[src/hw/rtl/lcdns_pkg.sv]
// Types, codes and constants of the character LCD nibble sequencer.
// No dependencies; used by all sequencer modules.
package lcdns_pkg;

    // Request type codes
    localparam logic [1:0] REQ_INIT   = 2'd0;
    localparam logic [1:0] REQ_CMD    = 2'd1;
    localparam logic [1:0] REQ_DATA   = 2'd2;
    localparam logic [1:0] REQ_CURSOR = 2'd3;

    // Configuration register indexes
    localparam logic [1:0] CFG_ENABLE_PULSE = 2'd0;
    localparam logic [1:0] CFG_BYTE_WAIT    = 2'd1;
    localparam logic [1:0] CFG_SLOW_WAIT    = 2'd2;
    localparam logic [1:0] CFG_POWER_ON     = 2'd3;

    // Configuration reset values
    localparam logic [7:0]  BYTE_WAIT_RESET  = 8'd50;
    localparam logic [15:0] SLOW_WAIT_RESET  = 16'd2000;
    localparam logic [15:0] POWER_ON_RESET   = 16'd50000;

    // Controller command codes
    localparam logic [7:0] CMD_CLEAR     = 8'h01;
    localparam logic [7:0] CMD_HOME      = 8'h02;
    localparam logic [7:0] CMD_FUNC_4BIT = 8'h28;
    localparam logic [7:0] CMD_DISP_OFF  = 8'h08;
    localparam logic [7:0] CMD_ENTRY     = 8'h06;
    localparam logic [7:0] CMD_DISP_ON   = 8'h0C;

    // Init sequence timing and nibbles
    localparam logic [15:0] INIT_FIRST_WAIT  = 16'd5000;
    localparam logic [15:0] INIT_SECOND_WAIT = 16'd150;
    localparam logic [3:0]  INIT_WAKE_NIBBLE = 4'h3;
    localparam logic [3:0]  INIT_4BIT_NIBBLE = 4'h2;

    // Step positions within a request
    localparam logic [3:0] INIT_NIBBLE_STEPS = 4'd4;
    localparam logic [3:0] INIT_LAST_STEP    = 4'd13;
    localparam logic [3:0] BYTE_LAST_STEP    = 4'd1;

    typedef struct packed {
        logic [1:0] req_type;
        logic [7:0] byte_value;
        logic       cursor_row;
        logic [5:0] cursor_col;
    } req_word_t;

    typedef struct packed {
        logic [3:0]  nibble;
        logic        reg_select;
        logic [15:0] wait_before_us;
        logic [15:0] wait_after_us;
        logic        last;
    } res_word_t;

    // Controller to datapath
    typedef struct packed {
        logic       load_req;
        logic       load_res;
        logic [3:0] step;
    } dp_cmd_t;

    // Datapath to controller
    typedef struct packed {
        logic last_step;
    } dp_status_t;

    // Command bytes sent after the init wake-up nibbles
    function automatic logic [7:0] init_cmd(input logic [2:0] idx);
        logic [7:0] b;
        case (idx)
            3'd0:    b = CMD_FUNC_4BIT;
            3'd1:    b = CMD_DISP_OFF;
            3'd2:    b = CMD_CLEAR;
            3'd3:    b = CMD_ENTRY;
            default: b = CMD_DISP_ON;
        endcase
        return b;
    endfunction

endpackage

[src/hw/rtl/lcdns_ctrl.sv]
// Controller of the nibble sequencer: request handshake, step count, result valid.
// Depends on lcdns_pkg.
module lcdns_ctrl (
    input  logic                  clk,
    input  logic                  rst_n,
    input  logic                  req_valid,
    output logic                  req_ready,
    output logic                  res_valid,
    input  logic                  res_ready,
    output lcdns_pkg::dp_cmd_t    cmd,
    input  lcdns_pkg::dp_status_t status
);

    typedef enum logic {
        ST_IDLE,
        ST_RUN
    } state_t;

    state_t     state_reg, state_next;
    logic [3:0] step_reg, step_next;
    logic       res_valid_reg, res_valid_next;
    logic       advance;

    // Move one step when the output register is free or being emptied
    assign advance   = (state_reg == ST_RUN) && (!res_valid_reg || res_ready);
    assign req_ready = (state_reg == ST_IDLE);
    assign res_valid = res_valid_reg;

    assign cmd.load_req = req_valid && req_ready;
    assign cmd.load_res = advance;
    assign cmd.step     = step_reg;

    // Next state and step
    always_comb
    begin
        state_next     = state_reg;
        step_next      = step_reg;
        res_valid_next = res_valid_reg;
        if (res_ready)
        begin
            res_valid_next = 1'b0;
        end
        case (state_reg)
            ST_IDLE:
            begin
                if (req_valid)
                begin
                    state_next = ST_RUN;
                    step_next  = 4'd0;
                end
            end
            ST_RUN:
            begin
                if (advance)
                begin
                    res_valid_next = 1'b1;
                    if (status.last_step)
                    begin
                        state_next = ST_IDLE;
                        step_next  = 4'd0;
                    end
                    else
                    begin
                        step_next = step_reg + 4'd1;
                    end
                end
            end
            default:
            begin
                state_next = ST_IDLE;
            end
        endcase
    end

    // Hold state and registered outputs
    always_ff @(posedge clk or negedge rst_n)
    begin
        if (!rst_n)
        begin
            state_reg     <= ST_IDLE;
            step_reg      <= 4'd0;
            res_valid_reg <= 1'b0;
        end
        else
        begin
            state_reg     <= state_next;
            step_reg      <= step_next;
            res_valid_reg <= res_valid_next;
        end
    end

endmodule

[src/hw/rtl/lcdns_dpath.sv]
// Datapath of the nibble sequencer: configuration, request hold and result build.
// Depends on lcdns_pkg.
module lcdns_dpath (
    input  logic                  clk,
    input  logic                  rst_n,
    input  logic                  cfg_we,
    input  logic [1:0]            cfg_index,
    input  logic [15:0]           cfg_wdata,
    input  lcdns_pkg::req_word_t  req,
    input  lcdns_pkg::dp_cmd_t    cmd,
    output lcdns_pkg::dp_status_t status,
    output lcdns_pkg::res_word_t  res
);

    logic [7:0]  byte_wait_reg;
    logic [15:0] slow_wait_reg;
    logic [15:0] power_on_reg;

    lcdns_pkg::req_word_t req_reg;
    lcdns_pkg::res_word_t res_reg, res_next;

    logic        is_init;
    logic        wake_step;
    logic [3:0]  init_off;
    logic [7:0]  cur_byte;
    logic        cur_rs;
    logic        clr_home;
    logic [16:0] slow_sum;
    logic [15:0] slow_total;
    logic [15:0] byte_wait16;

    // Configuration registers; enable timing is handled downstream
    always_ff @(posedge clk or negedge rst_n)
    begin
        if (!rst_n)
        begin
            byte_wait_reg <= lcdns_pkg::BYTE_WAIT_RESET;
            slow_wait_reg <= lcdns_pkg::SLOW_WAIT_RESET;
            power_on_reg  <= lcdns_pkg::POWER_ON_RESET;
        end
        else if (cfg_we)
        begin
            case (cfg_index)
                lcdns_pkg::CFG_BYTE_WAIT: byte_wait_reg <= cfg_wdata[7:0];
                lcdns_pkg::CFG_SLOW_WAIT: slow_wait_reg <= cfg_wdata;
                lcdns_pkg::CFG_POWER_ON:  power_on_reg  <= cfg_wdata;
                default: ;
            endcase
        end
    end

    // Capture the request word and load the result word
    always_ff @(posedge clk)
    begin
        if (cmd.load_req)
        begin
            req_reg <= req;
        end
        if (cmd.load_res)
        begin
            res_reg <= res_next;
        end
    end

    assign is_init   = (req_reg.req_type == lcdns_pkg::REQ_INIT);
    assign wake_step = is_init && (cmd.step < lcdns_pkg::INIT_NIBBLE_STEPS);
    assign init_off  = cmd.step - lcdns_pkg::INIT_NIBBLE_STEPS;

    // Pick the byte being sent and its RS level
    always_comb
    begin
        cur_rs = 1'b0;
        case (req_reg.req_type)
            lcdns_pkg::REQ_INIT:   cur_byte = lcdns_pkg::init_cmd(init_off[3:1]);
            lcdns_pkg::REQ_CMD:    cur_byte = req_reg.byte_value;
            lcdns_pkg::REQ_DATA:
            begin
                cur_byte = req_reg.byte_value;
                cur_rs   = 1'b1;
            end
            default:
                // DDRAM address: row 1 sits at offset 0x40, column fits below it
                cur_byte = {1'b1, req_reg.cursor_row, req_reg.cursor_col};
        endcase
    end

    // Clear and home add the slow wait, saturating
    assign clr_home    = !cur_rs && ((cur_byte == lcdns_pkg::CMD_CLEAR) ||
                                     (cur_byte == lcdns_pkg::CMD_HOME));
    assign byte_wait16 = {8'd0, byte_wait_reg};
    assign slow_sum    = {9'd0, byte_wait_reg} + {1'b0, slow_wait_reg};
    assign slow_total  = slow_sum[16] ? 16'hFFFF : slow_sum[15:0];

    assign status.last_step = is_init ? (cmd.step == lcdns_pkg::INIT_LAST_STEP)
                                      : (cmd.step == lcdns_pkg::BYTE_LAST_STEP);

    // Build the result word for the current step
    always_comb
    begin
        res_next.last           = status.last_step;
        res_next.wait_before_us = 16'd0;
        if (wake_step)
        begin
            res_next.reg_select = 1'b0;
            res_next.nibble     = (cmd.step == 4'd3) ? lcdns_pkg::INIT_4BIT_NIBBLE
                                                     : lcdns_pkg::INIT_WAKE_NIBBLE;
            case (cmd.step)
                4'd0:
                begin
                    res_next.wait_before_us = power_on_reg;
                    res_next.wait_after_us  = lcdns_pkg::INIT_FIRST_WAIT;
                end
                4'd1:    res_next.wait_after_us = lcdns_pkg::INIT_SECOND_WAIT;
                default: res_next.wait_after_us = byte_wait16;
            endcase
        end
        else
        begin
            // Even steps carry the high nibble, odd steps the low nibble
            res_next.reg_select = cur_rs;
            if (cmd.step[0])
            begin
                res_next.nibble        = cur_byte[3:0];
                res_next.wait_after_us = clr_home ? slow_total : byte_wait16;
            end
            else
            begin
                res_next.nibble        = cur_byte[7:4];
                res_next.wait_after_us = 16'd0;
            end
        end
    end

    assign res = res_reg;

endmodule

[src/hw/rtl/char_lcd_nibble_sequencer.sv]
// Top level of the character LCD nibble sequencer (4-bit bus).
// Depends on lcdns_pkg, lcdns_ctrl and lcdns_dpath.
//
// Usage:
//   req channel (req_valid/req_ready, req word): one request per word,
//   init, command byte, data byte or set cursor.
//   res channel (res_valid/res_ready, res word): one enable pulse per word,
//   with nibble, RS level, waits before and after, and last on the final one.
//   cfg port (cfg_we, cfg_index, cfg_wdata): write while idle; index 0 is
//   the enable pulse time, 1 byte wait, 2 slow wait, 3 power-on wait.
// Timing:
//   The request word and the run state are registered first; the first
//   result word is then loaded into the output register. The step counter
//   in the controller emits one word per cycle while the receiver is ready.
//   A new request is taken once the last word sits in the output register.
// Reset: all requests are dropped, no result is valid, and the wait registers
// return to 50, 2000 and 50000 us (byte, slow and power-on wait).
// Stall: while res_ready is low the output word holds and the step count
// waits; no word is lost.
module char_lcd_nibble_sequencer (
    input  logic                 clk,
    input  logic                 rst_n,
    input  logic                 cfg_we,
    input  logic [1:0]           cfg_index,
    input  logic [15:0]          cfg_wdata,
    input  logic                 req_valid,
    output logic                 req_ready,
    input  lcdns_pkg::req_word_t req,
    output logic                 res_valid,
    input  logic                 res_ready,
    output lcdns_pkg::res_word_t res
);

    lcdns_pkg::dp_cmd_t    cmd;
    lcdns_pkg::dp_status_t status;

    // Sequence control
    lcdns_ctrl u_ctrl (
        .clk       (clk),
        .rst_n     (rst_n),
        .req_valid (req_valid),
        .req_ready (req_ready),
        .res_valid (res_valid),
        .res_ready (res_ready),
        .cmd       (cmd),
        .status    (status)
    );

    // Result generation
    lcdns_dpath u_dpath (
        .clk       (clk),
        .rst_n     (rst_n),
        .cfg_we    (cfg_we),
        .cfg_index (cfg_index),
        .cfg_wdata (cfg_wdata),
        .req       (req),
        .cmd       (cmd),
        .status    (status),
        .res       (res)
    );

endmodule

[config.mk]
export PLATFORM = sky130hd
export DESIGN_NAME = char_lcd_nibble_sequencer
export DESIGN_NICKNAME = d
export VERILOG_FILES = /design/src/hw/rtl/lcdns_pkg.sv /design/src/hw/rtl/lcdns_ctrl.sv /design/src/hw/rtl/lcdns_dpath.sv /design/src/hw/rtl/char_lcd_nibble_sequencer.sv
export SDC_FILE = /design/constraint.sdc
export NUM_CORES = 1
export LEC_CHECK = 0
export ABC_AREA = 1
export BUFFER_PORTS_ARGS = -buffer_cell sky130_fd_sc_hd__clkbuf_2
export CAP_MARGIN = 20
export CORE_ASPECT_RATIO = 0.75
export CORE_MARGIN = 1.5
export CORE_UTILIZATION = 60
export CTS_BUF_LIST = sky130_fd_sc_hd__clkbuf_8
export CTS_CLUSTER_DIAMETER = 120
export DETAILED_ROUTE_END_ITERATION = 16
export HOLD_SLACK_MARGIN = 0.05
export PLACE_DENSITY_LB_ADDON = 0.12
export SYNTH_ARGS = -nofsm -noshare
export SYNTH_HDL_FRONTEND = slang
export SYNTH_SLANG_ARGS = --single-unit
[constraint.sdc]
create_clock -name clk -period 4.1 [get_ports clk]
set_input_delay 1.23 -clock clk [delete_from_list [all_inputs] [get_ports clk]]
set_output_delay 1.23 -clock clk [all_outputs]
set_load 0.02 [all_outputs]
== Word level (Yosys, flattened, before mapping) ==
Cells that the tools add are included.

* Register bits after elaboration: 101
* Bits of input ports: 40
* Word-level logic and storage cells: 75

* Add/subtract/negate cells: 3
* $lt $le $gt $ge: 1
* Eq/ne operators: 15
* Muxes and demuxes: 23
* Bitwise operators: 1
* Reductions and logical operators: 17

{| class="wikitable"
|+ Operator list
! cell !! number
|-
| $mux 16 || 4
|-
| $pmux 13 s2 || 1
|-
| $pmux 6 s4 || 1
|-
| $add 8x16->17 || 1
|-
| $mux 4 || 4
|-
| $pmux 8 s2 || 1
|-
| $reduce_and 2->1 || 5
|-
| $mux 1 || 9
|-
| $eq 8x1->1 const B || 1
|-
| $eq 8x2->1 const B || 1
|-
| $pmux 4 s2 || 1
|-
| $eq 2x2->1 const B || 3
|-
| $eq 3x2->1 const B || 2
|-
| $mux 5 || 1
|-
| $add 4x1->4 const B || 1
|-
| $eq 2x1->1 const B || 2
|-
| $eq 4x1->1 const B || 1
|-
| $eq 4x2->1 const B || 1
|-
| $eq 4x4->1 const B || 1
|-
| $logic_and 1x1->1 || 4
|-
| $logic_not 4->1 || 1
|-
| $lt 4x3->1 const B || 1
|-
| $ne 2x2->1 const B || 2
|-
| $sub 4x3->4 const B || 1
|-
| 8 further kinds || 10
|}

== Depth between registers and ports, before layout ==
Gate-level depths: netlist of the first run.

* Word-level depth: 10
* Depth in mapped cells: 14
* Depth with buffers taken out: 14

== Cells and area by module ==
Synthesis of the first run repeated with hierarchy kept, for this count alone.

* Cells, all modules: 573
* Area total of the unflattened synthesis: 5116.2 sq um

{| class="wikitable"
|+ By module, submodules not included
! module !! times used !! cells each !! area each (sq um) !! seq. area each (sq um)
|-
| lcdns_dpath || 1 || 534 || 4794.6 || 2671.3
|-
| lcdns_ctrl || 1 || 39 || 321.6 || 150.1
|}

== Least setup slack after synthesis of the first run ==
OpenSTA, ideal clock, no wires.

* Path type: input port to flip-flop
* Start: in res_ready
* End: reg u_dpath.res_reg, in the netlist u_dpath.res[0] (enable)
* Arrival: 2135 ps
* Setup slack: 1570 ps
* Stages on the path: 2
* Path buffers: 0
* Cell sequence: o21ai_0 > inv_1

{| class="wikitable"
|+ RTL lines
! element !! RTL line !! source
|-
| start: declaration || char_lcd_nibble_sequencer.sv:30 || <nowiki>input logic res_ready,</nowiki>
|-
| end signal: assignment || lcdns_dpath.sv:61 || <nowiki>res_reg <= res_next;</nowiki>
|-
| end: declaration || lcdns_dpath.sv:20 || <nowiki>lcdns_pkg::res_word_t res_reg, res_next;</nowiki>
|}

==> results by group, run 1 <==
STA
  • Fin worst setup slack: 1710 ps
  • Fmax: 419 MHz
  • RSZ-0062 raised after global routing: no
  • Max Slew Vio Count: 0
  • Minimum clock period: 2390 ps
  • Hold Violations, Final: 0
  • Slew headroom: 34.6%
  • Setup_tns: 0 ps
  • Count of final setup violators: 0
  • Fin crit share: 58.2%
  • Skew final: 13.4 ps
  • Worst-margin pin slew: 979 ps

Finish
  • N_diodes: 0
  • Share of post-route cells with drive strength above 1: 20.7%
  • Final instance area: 5720 um2
  • Number of flip-flops in the largest register: 38
  • Most frequent cells in the layout: nand2_1 (132), inv_1 (79), clkbuf_2 (79), o21ai_0 (59), edfxtp_1 (55)
  • P&R area growth vs syn: 14.7%
  • Most common cell after layout, fill and taps aside: nand2_1
  • Nets: 686

Routing
  • Vias: 3,947
  • Final wirelength: 10,500 um
  • ANT nets after route: 0
  • DR iter-0 viols: 289
  • Routed length per placed instance: 14.2 um
  • Vias per cell: 5.35
  • DRT Pass-1 Iters: 4
  • Drt drc: 0

Clock tree
  • CTS H-tree depth: 3
  • Hold buffers post-CTS: 0
  • CTS root buffer: clkbuf_8
  • CTS tree: yes
  • Clk_lat worst skew: 370 ps
  • Post-cts gate resize count: 0
  • Clock sink total: 101
  • Clock transition at path regs: 100 ps
  • Post-CTS Repair Setup Buffers: 0
  • Clock Path Buffers: 2
  • CTS Buf Count: 9

Floorplan
  • Die X-Extent: 108 um
  • Die Ht: 81.9 um
  • Top Ports: 80
  • Die area: 8870 um2
  • Initial core utilization: 62.4%
  • Rows: 28
  • Core ar.: 7990 um2

Critical path
  • Critical path class: flip-flop to flip-flop
  • WP data required: 4220 ps
  • Worst Setup Start Kind: flip-flop
  • Crit-path max cell delay: 450 ps
  • Crit end category: flip-flop
  • CP max FO: 12
  • Worst EP arrival: 2510 ps
  • Worst-path cell chain: ha_1, fa_1, nand3_1, nand3_1, nand2_1, a21oi_2, inv_1, nand3_1, nand3_1, nand2_1
  • Max stage delay cell, worst path: dfrtp_1
  • Cell mode on critical path: nand3_1

Global routing
  • Largest net degree at the start of global routing: 45
  • Vias in the first global route: 3,552
  • Global-route wire length before repair: 17,000 um
  • Total grt overflow: 0
  • Initial antenna violation count: 0
  • GRT Overall Usage: 25.5%

Power
  • Sequential share of power: 46.3%
  • Clock share of power: 20.4%
  • Power Density: 576 nW/um2
  • Comb pwr share: 33.2%
  • Worst vdd ir: 0.375 mV
  • Sw Pwr: 1.25 mW
  • Cell Int Power: 2.04 mW
  • Leakage: 2.78 nW
  • Switch share: 38.1%

Synthesis
  • Synth Net Count: 604
  • Synthesized cell area: 4980 um2
  • Distinct cells, synth: 35
  • YS warnings: 0
  • Post-Syn Area per Cell: 9.13 um2
  • Synthesized instance count: 546
  • Sequential element share of the synthesized area: 56.6%
  • #FFs+latches synth: 101

Placed design
  • Final HPWL DP: 7700 um
  • PortBufs: 79
  • Placement Cell Area: 5480 um2
  • Pre-CTS setup slack: 1400 ps
  • GP Congestion: 0.899

Flow run
  • Max_cap viols: 0

Hold path
  • Hold Crit Class: flip-flop to flip-flop

Outcome
  • Status: completed
[power groups by stage]
| stage | sequential [mW] | combinational [mW] | clock, mW |
|---|---|---|---|
| floorplan | 1.68 | 0.588 | 0 |
| global placement | 1.53 | 1.05 | 0 |
| detailed placement | 1.54 | 1.08 | 0 |
| CTS | 1.52 | 1.09 | 0.683 |
| global route | 1.55 | 1.22 | 0.718 |
| finish | 1.53 | 1.09 | 0.672 |
[worst max-delay path, delay by kind of cell, from the launching register on]
family                   cells  cell delay (ps)
AO/OA/AOI/OAI                1               80
flip-flops                   1              450
AND/OR/NAND/NOR              6              670
adder cells (fa/ha/maj)      2              660
buffers and inverters        1              300
[cell type report]
type                            instances  area [um2]
Clock buffer                           10         138
Clock inverter                          6        77.6
Fill cell                             649        2270
Inverter                               86         325
Multi-Input combinational cell        347        1790
Sequential cell                       101        2820
Tap cell                              105         131
Timing Repair Buffer                   83         438
[synthesized netlist by cell type]
cell / count / area [um2]
a21boi_0: 1 / 7.51
a21oi_1: 8 / 40.0
a21oi_2: 1 / 8.76
a22oi_1: 1 / 7.51
a31oi_1: 2 / 12.5
buf_2: 3 / 15.0
buf_4: 1 / 7.51
clkbuf_1: 8 / 30.0
clkinv_1: 2 / 7.51
dfrtp_1: 31 / 776
dfstp_2: 15 / 394
edfxtp_1: 55 / 1650
fa_1: 1 / 20.0
ha_1: 17 / 213
inv_1: 79 / 297
inv_2: 4 / 15.0
inv_4: 1 / 6.26
nand2_1: 132 / 495
nand2_2: 1 / 6.26
nand2_4: 2 / 22.5
nand3_1: 50 / 250
nand3_4: 1 / 17.5
nand4_1: 1 / 6.26
nor2_1: 41 / 154
nor2_2: 5 / 31.3
nor2_8: 1 / 20.0
nor3_1: 1 / 5.00
o21ai_0: 59 / 295
o21ai_1: 1 / 5.00
o21bai_1: 7 / 52.6
o21bai_2: 1 / 11.3
o221ai_1: 1 / 8.76
o22ai_1: 4 / 25.0
xnor2_1: 5 / 43.8
xor2_1: 3 / 26.3
[metrics by stage]
| stage | total power, mW | instances | hold slack, ps | util, % |
|---|---|---|---|---|
| finish | 3.29 | 738 | 497 | 71.6 |
| global route | 3.48 | 738 | 518 | 71.6 |
| CTS | 3.29 | 737 | 498 | 71.3 |
| detailed placement | 2.62 | 721 | 479 | 68.6 |
| global placement | 2.58 | 721 | 467 | 68.6 |
| floorplan | 2.27 | 546 | 453 | - |
[routing by layer]
layer  wire length, um  GRT usage [%]  up-vias  part of all wire, %
met4                97           6.97        0                 0.92
li1                  -              -     1938                    -
met2              4360           37.4      164                   41
met5                 0              0        -                    0
met1              5220           39.2     1836                   50
met3               829           4.60        9                  7.9
[cell families after synthesis]
group,count (synthesis),share of synthesized area (%)
xor gates and xnor gates,8,1.41
buffers and inverters,98,7.58
adders and majority gates,18,4.67
and+or+nand+nor,235,20.2
DFF,101,56.6
AOI/OAI and AO/OA,86,9.51
[path summary, 6_finish.rpt]
check                      slack (ps)                     start  cells past startpoint                  endpoint
max                              1710  u_dpath.byte_wait_reg[0]                     10            u_dpath.res[4]
min                               500   u_dpath.power_on_reg[9]                      2   u_dpath.power_on_reg[9]
max reg2reg                      1710  u_dpath.byte_wait_reg[0]                     10            u_dpath.res[4]
min reg2reg                       500   u_dpath.power_on_reg[9]                      2   u_dpath.power_on_reg[9]
max in group asynchronous        2620                     rst_n                      3   u_dpath.power_on_reg[4]
min in group asynchronous         770                     rst_n                      1  u_dpath.power_on_reg[12]
Power figures use the tool's default switching activity.
==> run 2: changes to the inputs <==
Settings changed: CORE_UTILIZATION 60 to 53.
Clock period 4.1 ns to 2.1 ns, I/O delays scaled along.
==> run 2 against run 1 <==
Sequential power is 93% higher. Final cell count is 7.3% higher. Combinational power is 140% higher. Die area is 13% higher. Total power is 110% higher. Critical path depth is 4 higher. Flip-flop and latch count stayed put. Non-clock buffer count is 30 higher. Maximum frequency is 14% higher. Clock skew is 6.6 ps higher. Critical endpoint is now u_dpath.res[5]. Largest cell class unchanged. Highest routed layer unchanged.
==> results by group, run 2 (synthesis gave the netlist of run 1 again) <==
Outcome
  • Status: completed

Finish
  • Nets: 717
  • Most frequent cells in the layout: nand2_1 (119), clkbuf_2 (79), inv_1 (78), o21ai_0 (58), edfxtp_1 (55)
  • Share of post-route cells with drive strength above 1: 31.3%
  • Most common cell after layout, fill and taps aside: nand2_1
  • N_diodes: 0
  • Number of flip-flops in the largest register: 38
  • Non-filler cells, final: 792
  • P&R area growth vs syn: 25.3%
  • Final instance area: 6240 um2
  • Core Util, Final: 68.7%

Global routing
  • GRT Overall Usage: 23.0%
  • GR Util met2: 31.2%
  • Vias in the first global route: 3,603
  • Initial antenna violation count: 0
  • Met1 Use GR: 35.9%
  • Global-route wire length before repair: 17,400 um
  • Largest net degree at the start of global routing: 47
  • GRT Max-Usage Layer: met1
  • Met3 usage in global routing: 5.85%
  • Total grt overflow: 0

STA
  • Hold Slack: 198 ps
  • Fin crit share: 99.5%
  • Slew headroom: 63.2%
  • Setup_tns: 0 ps
  • Minimum clock period: 2090 ps
  • Count of final setup violators: 0
  • Worst-margin pin slew: 546 ps
  • Hold Violations, Final: 0
  • Fmax: 479 MHz
  • Skew final: 20.0 ps
  • Max Slew Vio Count: 0
  • RSZ-0062 raised after global routing: yes
  • Fin worst setup slack: 10.3 ps

Clock tree
  • Clock sink total: 101
  • CTS tree: yes
  • Clock Path Buffers: 2
  • Clk_lat worst skew: 380 ps
  • Clock transition at path regs: 100 ps
  • CTS Buf Count: 9
  • CTS H-tree depth: 3
  • CTS root buffer: clkbuf_8
  • Hold buffers post-CTS: 0

Hold path
  • Hold Crit Class: primary input to asynchronous set/reset pin

Placed design
  • GP Congestion: 0.915
  • Placement Cell Area: 5670 um2
  • Final HPWL DP: 7820 um
  • PortBufs: 79
  • Placed Cells: 764
  • Pre-CTS setup slack: -17.8 ps

Floorplan
  • Die Ht: 87.0 um
  • Die area: 10,000 um2
  • Rows: 30
  • Top Ports: 80
  • Die X-Extent: 115 um
  • Core ar.: 9080 um2
  • Initial core utilization: 54.9%

Power
  • Sequential share of power: 43.6%
  • Leakage: 3.00 nW
  • Power Density: 1090 nW/um2
  • Worst vdd ir: 0.641 mV
  • Switch share: 37.8%
  • Cell Int Power: 4.22 mW
  • Comb pwr share: 37.9%
  • Design Power: 6.78 mW
  • Clock share of power: 18.5%
  • Sw Pwr: 2.56 mW

Routing
  • Vias: 4,019
  • Drt drc: 0
  • Final wirelength: 11,000 um
  • DRT Pass-1 Iters: 5
  • DR iter-0 viols: 289
  • Vias per cell: 5.07
  • Routed length per placed instance: 13.9 um
  • ANT nets after route: 0

Critical path
  • Critical path class: flip-flop to flip-flop
  • WP data required: 2220 ps
  • Worst Setup Start Kind: flip-flop
  • Crit end category: flip-flop
  • CP max FO: 6
  • Worst Reg-to-Reg Cells: 14
  • Worst EP arrival: 2210 ps

Flow run
  • Max_cap viols: 0
[run 2: cell count changes in the layout (fill, tap and decap cells not counted), moves of 4 or more]
| cell | change |
|---|---|
| buf_4 | +25 |
| ha_1 | -4 |
| nand2_1 | -13 |
| nand2_2 | +11 |
| nand3_1 | -19 |
| nand3_2 | +18 |
| nor2_4 | +4 |
[run 2: timing repair]
action | CTS | global route
cloned | 0 | 1
setup endpoints to repair | 10 | 16
gates resized for setup | 3 | 65
setup buffers | 0 | 11
pin swaps | 1 | 16
[run 2: power by group through the flow]
stage                     clock network (mW)  registers [mW]  logic, mW
after floorplan                            0            3.28       1.15
after global placement                     0            2.97       2.19
after detailed placement                   0            2.99       2.23
after CTS                               1.28            2.95       2.25
after global routing                    1.36            3.00       2.82
final                                   1.26            2.96       2.57
[run 2: final timing paths]
path	to	startpoint	slack (ps)
setup / recovery	u_dpath.res[5]	u_dpath.req_reg[16]	10
hold / removal	u_dpath.power_on_reg[13]	rst_n	200
setup reg to reg	u_dpath.res[5]	u_dpath.req_reg[16]	10
hold reg to reg	u_dpath.power_on_reg[9]	u_dpath.power_on_reg[9]	490
max in group asynchronous	u_dpath.power_on_reg[9]	rst_n	1610
min in group clk	u_dpath.req_reg[1]	req[1]	410
[run 2: area by class of cell]
class | instances | area (um2)
multi-input combinational | 348 | 2030
clock buffer | 10 | 138
inverter | 86 | 333
clock inverter | 6 | 63.8
fill | 710 | 2840
sequential | 101 | 2820
tap | 128 | 160
timing repair buffer | 113 | 699
[run 2: metal layers]
layer  routed length (um)  part of all wire [%]  vias up
li1                     -                     -     2007
met1                 5540                    50     1837
met2                 4520                    41      162
met3                  820                   7.5       13
met4                  131                   1.2        0
met5                    0                     0        -
[run 2: worst max-delay path, stage by stage (launching register included)]
cell and delay, ps:
edfxtp_1 450, buf_6 150, ha_4 190, buf_6 150, nand2_4 60, nand2_4 50, inv_2 50, nand2_2 50
nand2_2 70, nand2_4 90, buf_12 130, nor2_4 160, nand3_2 80, nand3_1 100, nand2_1 70
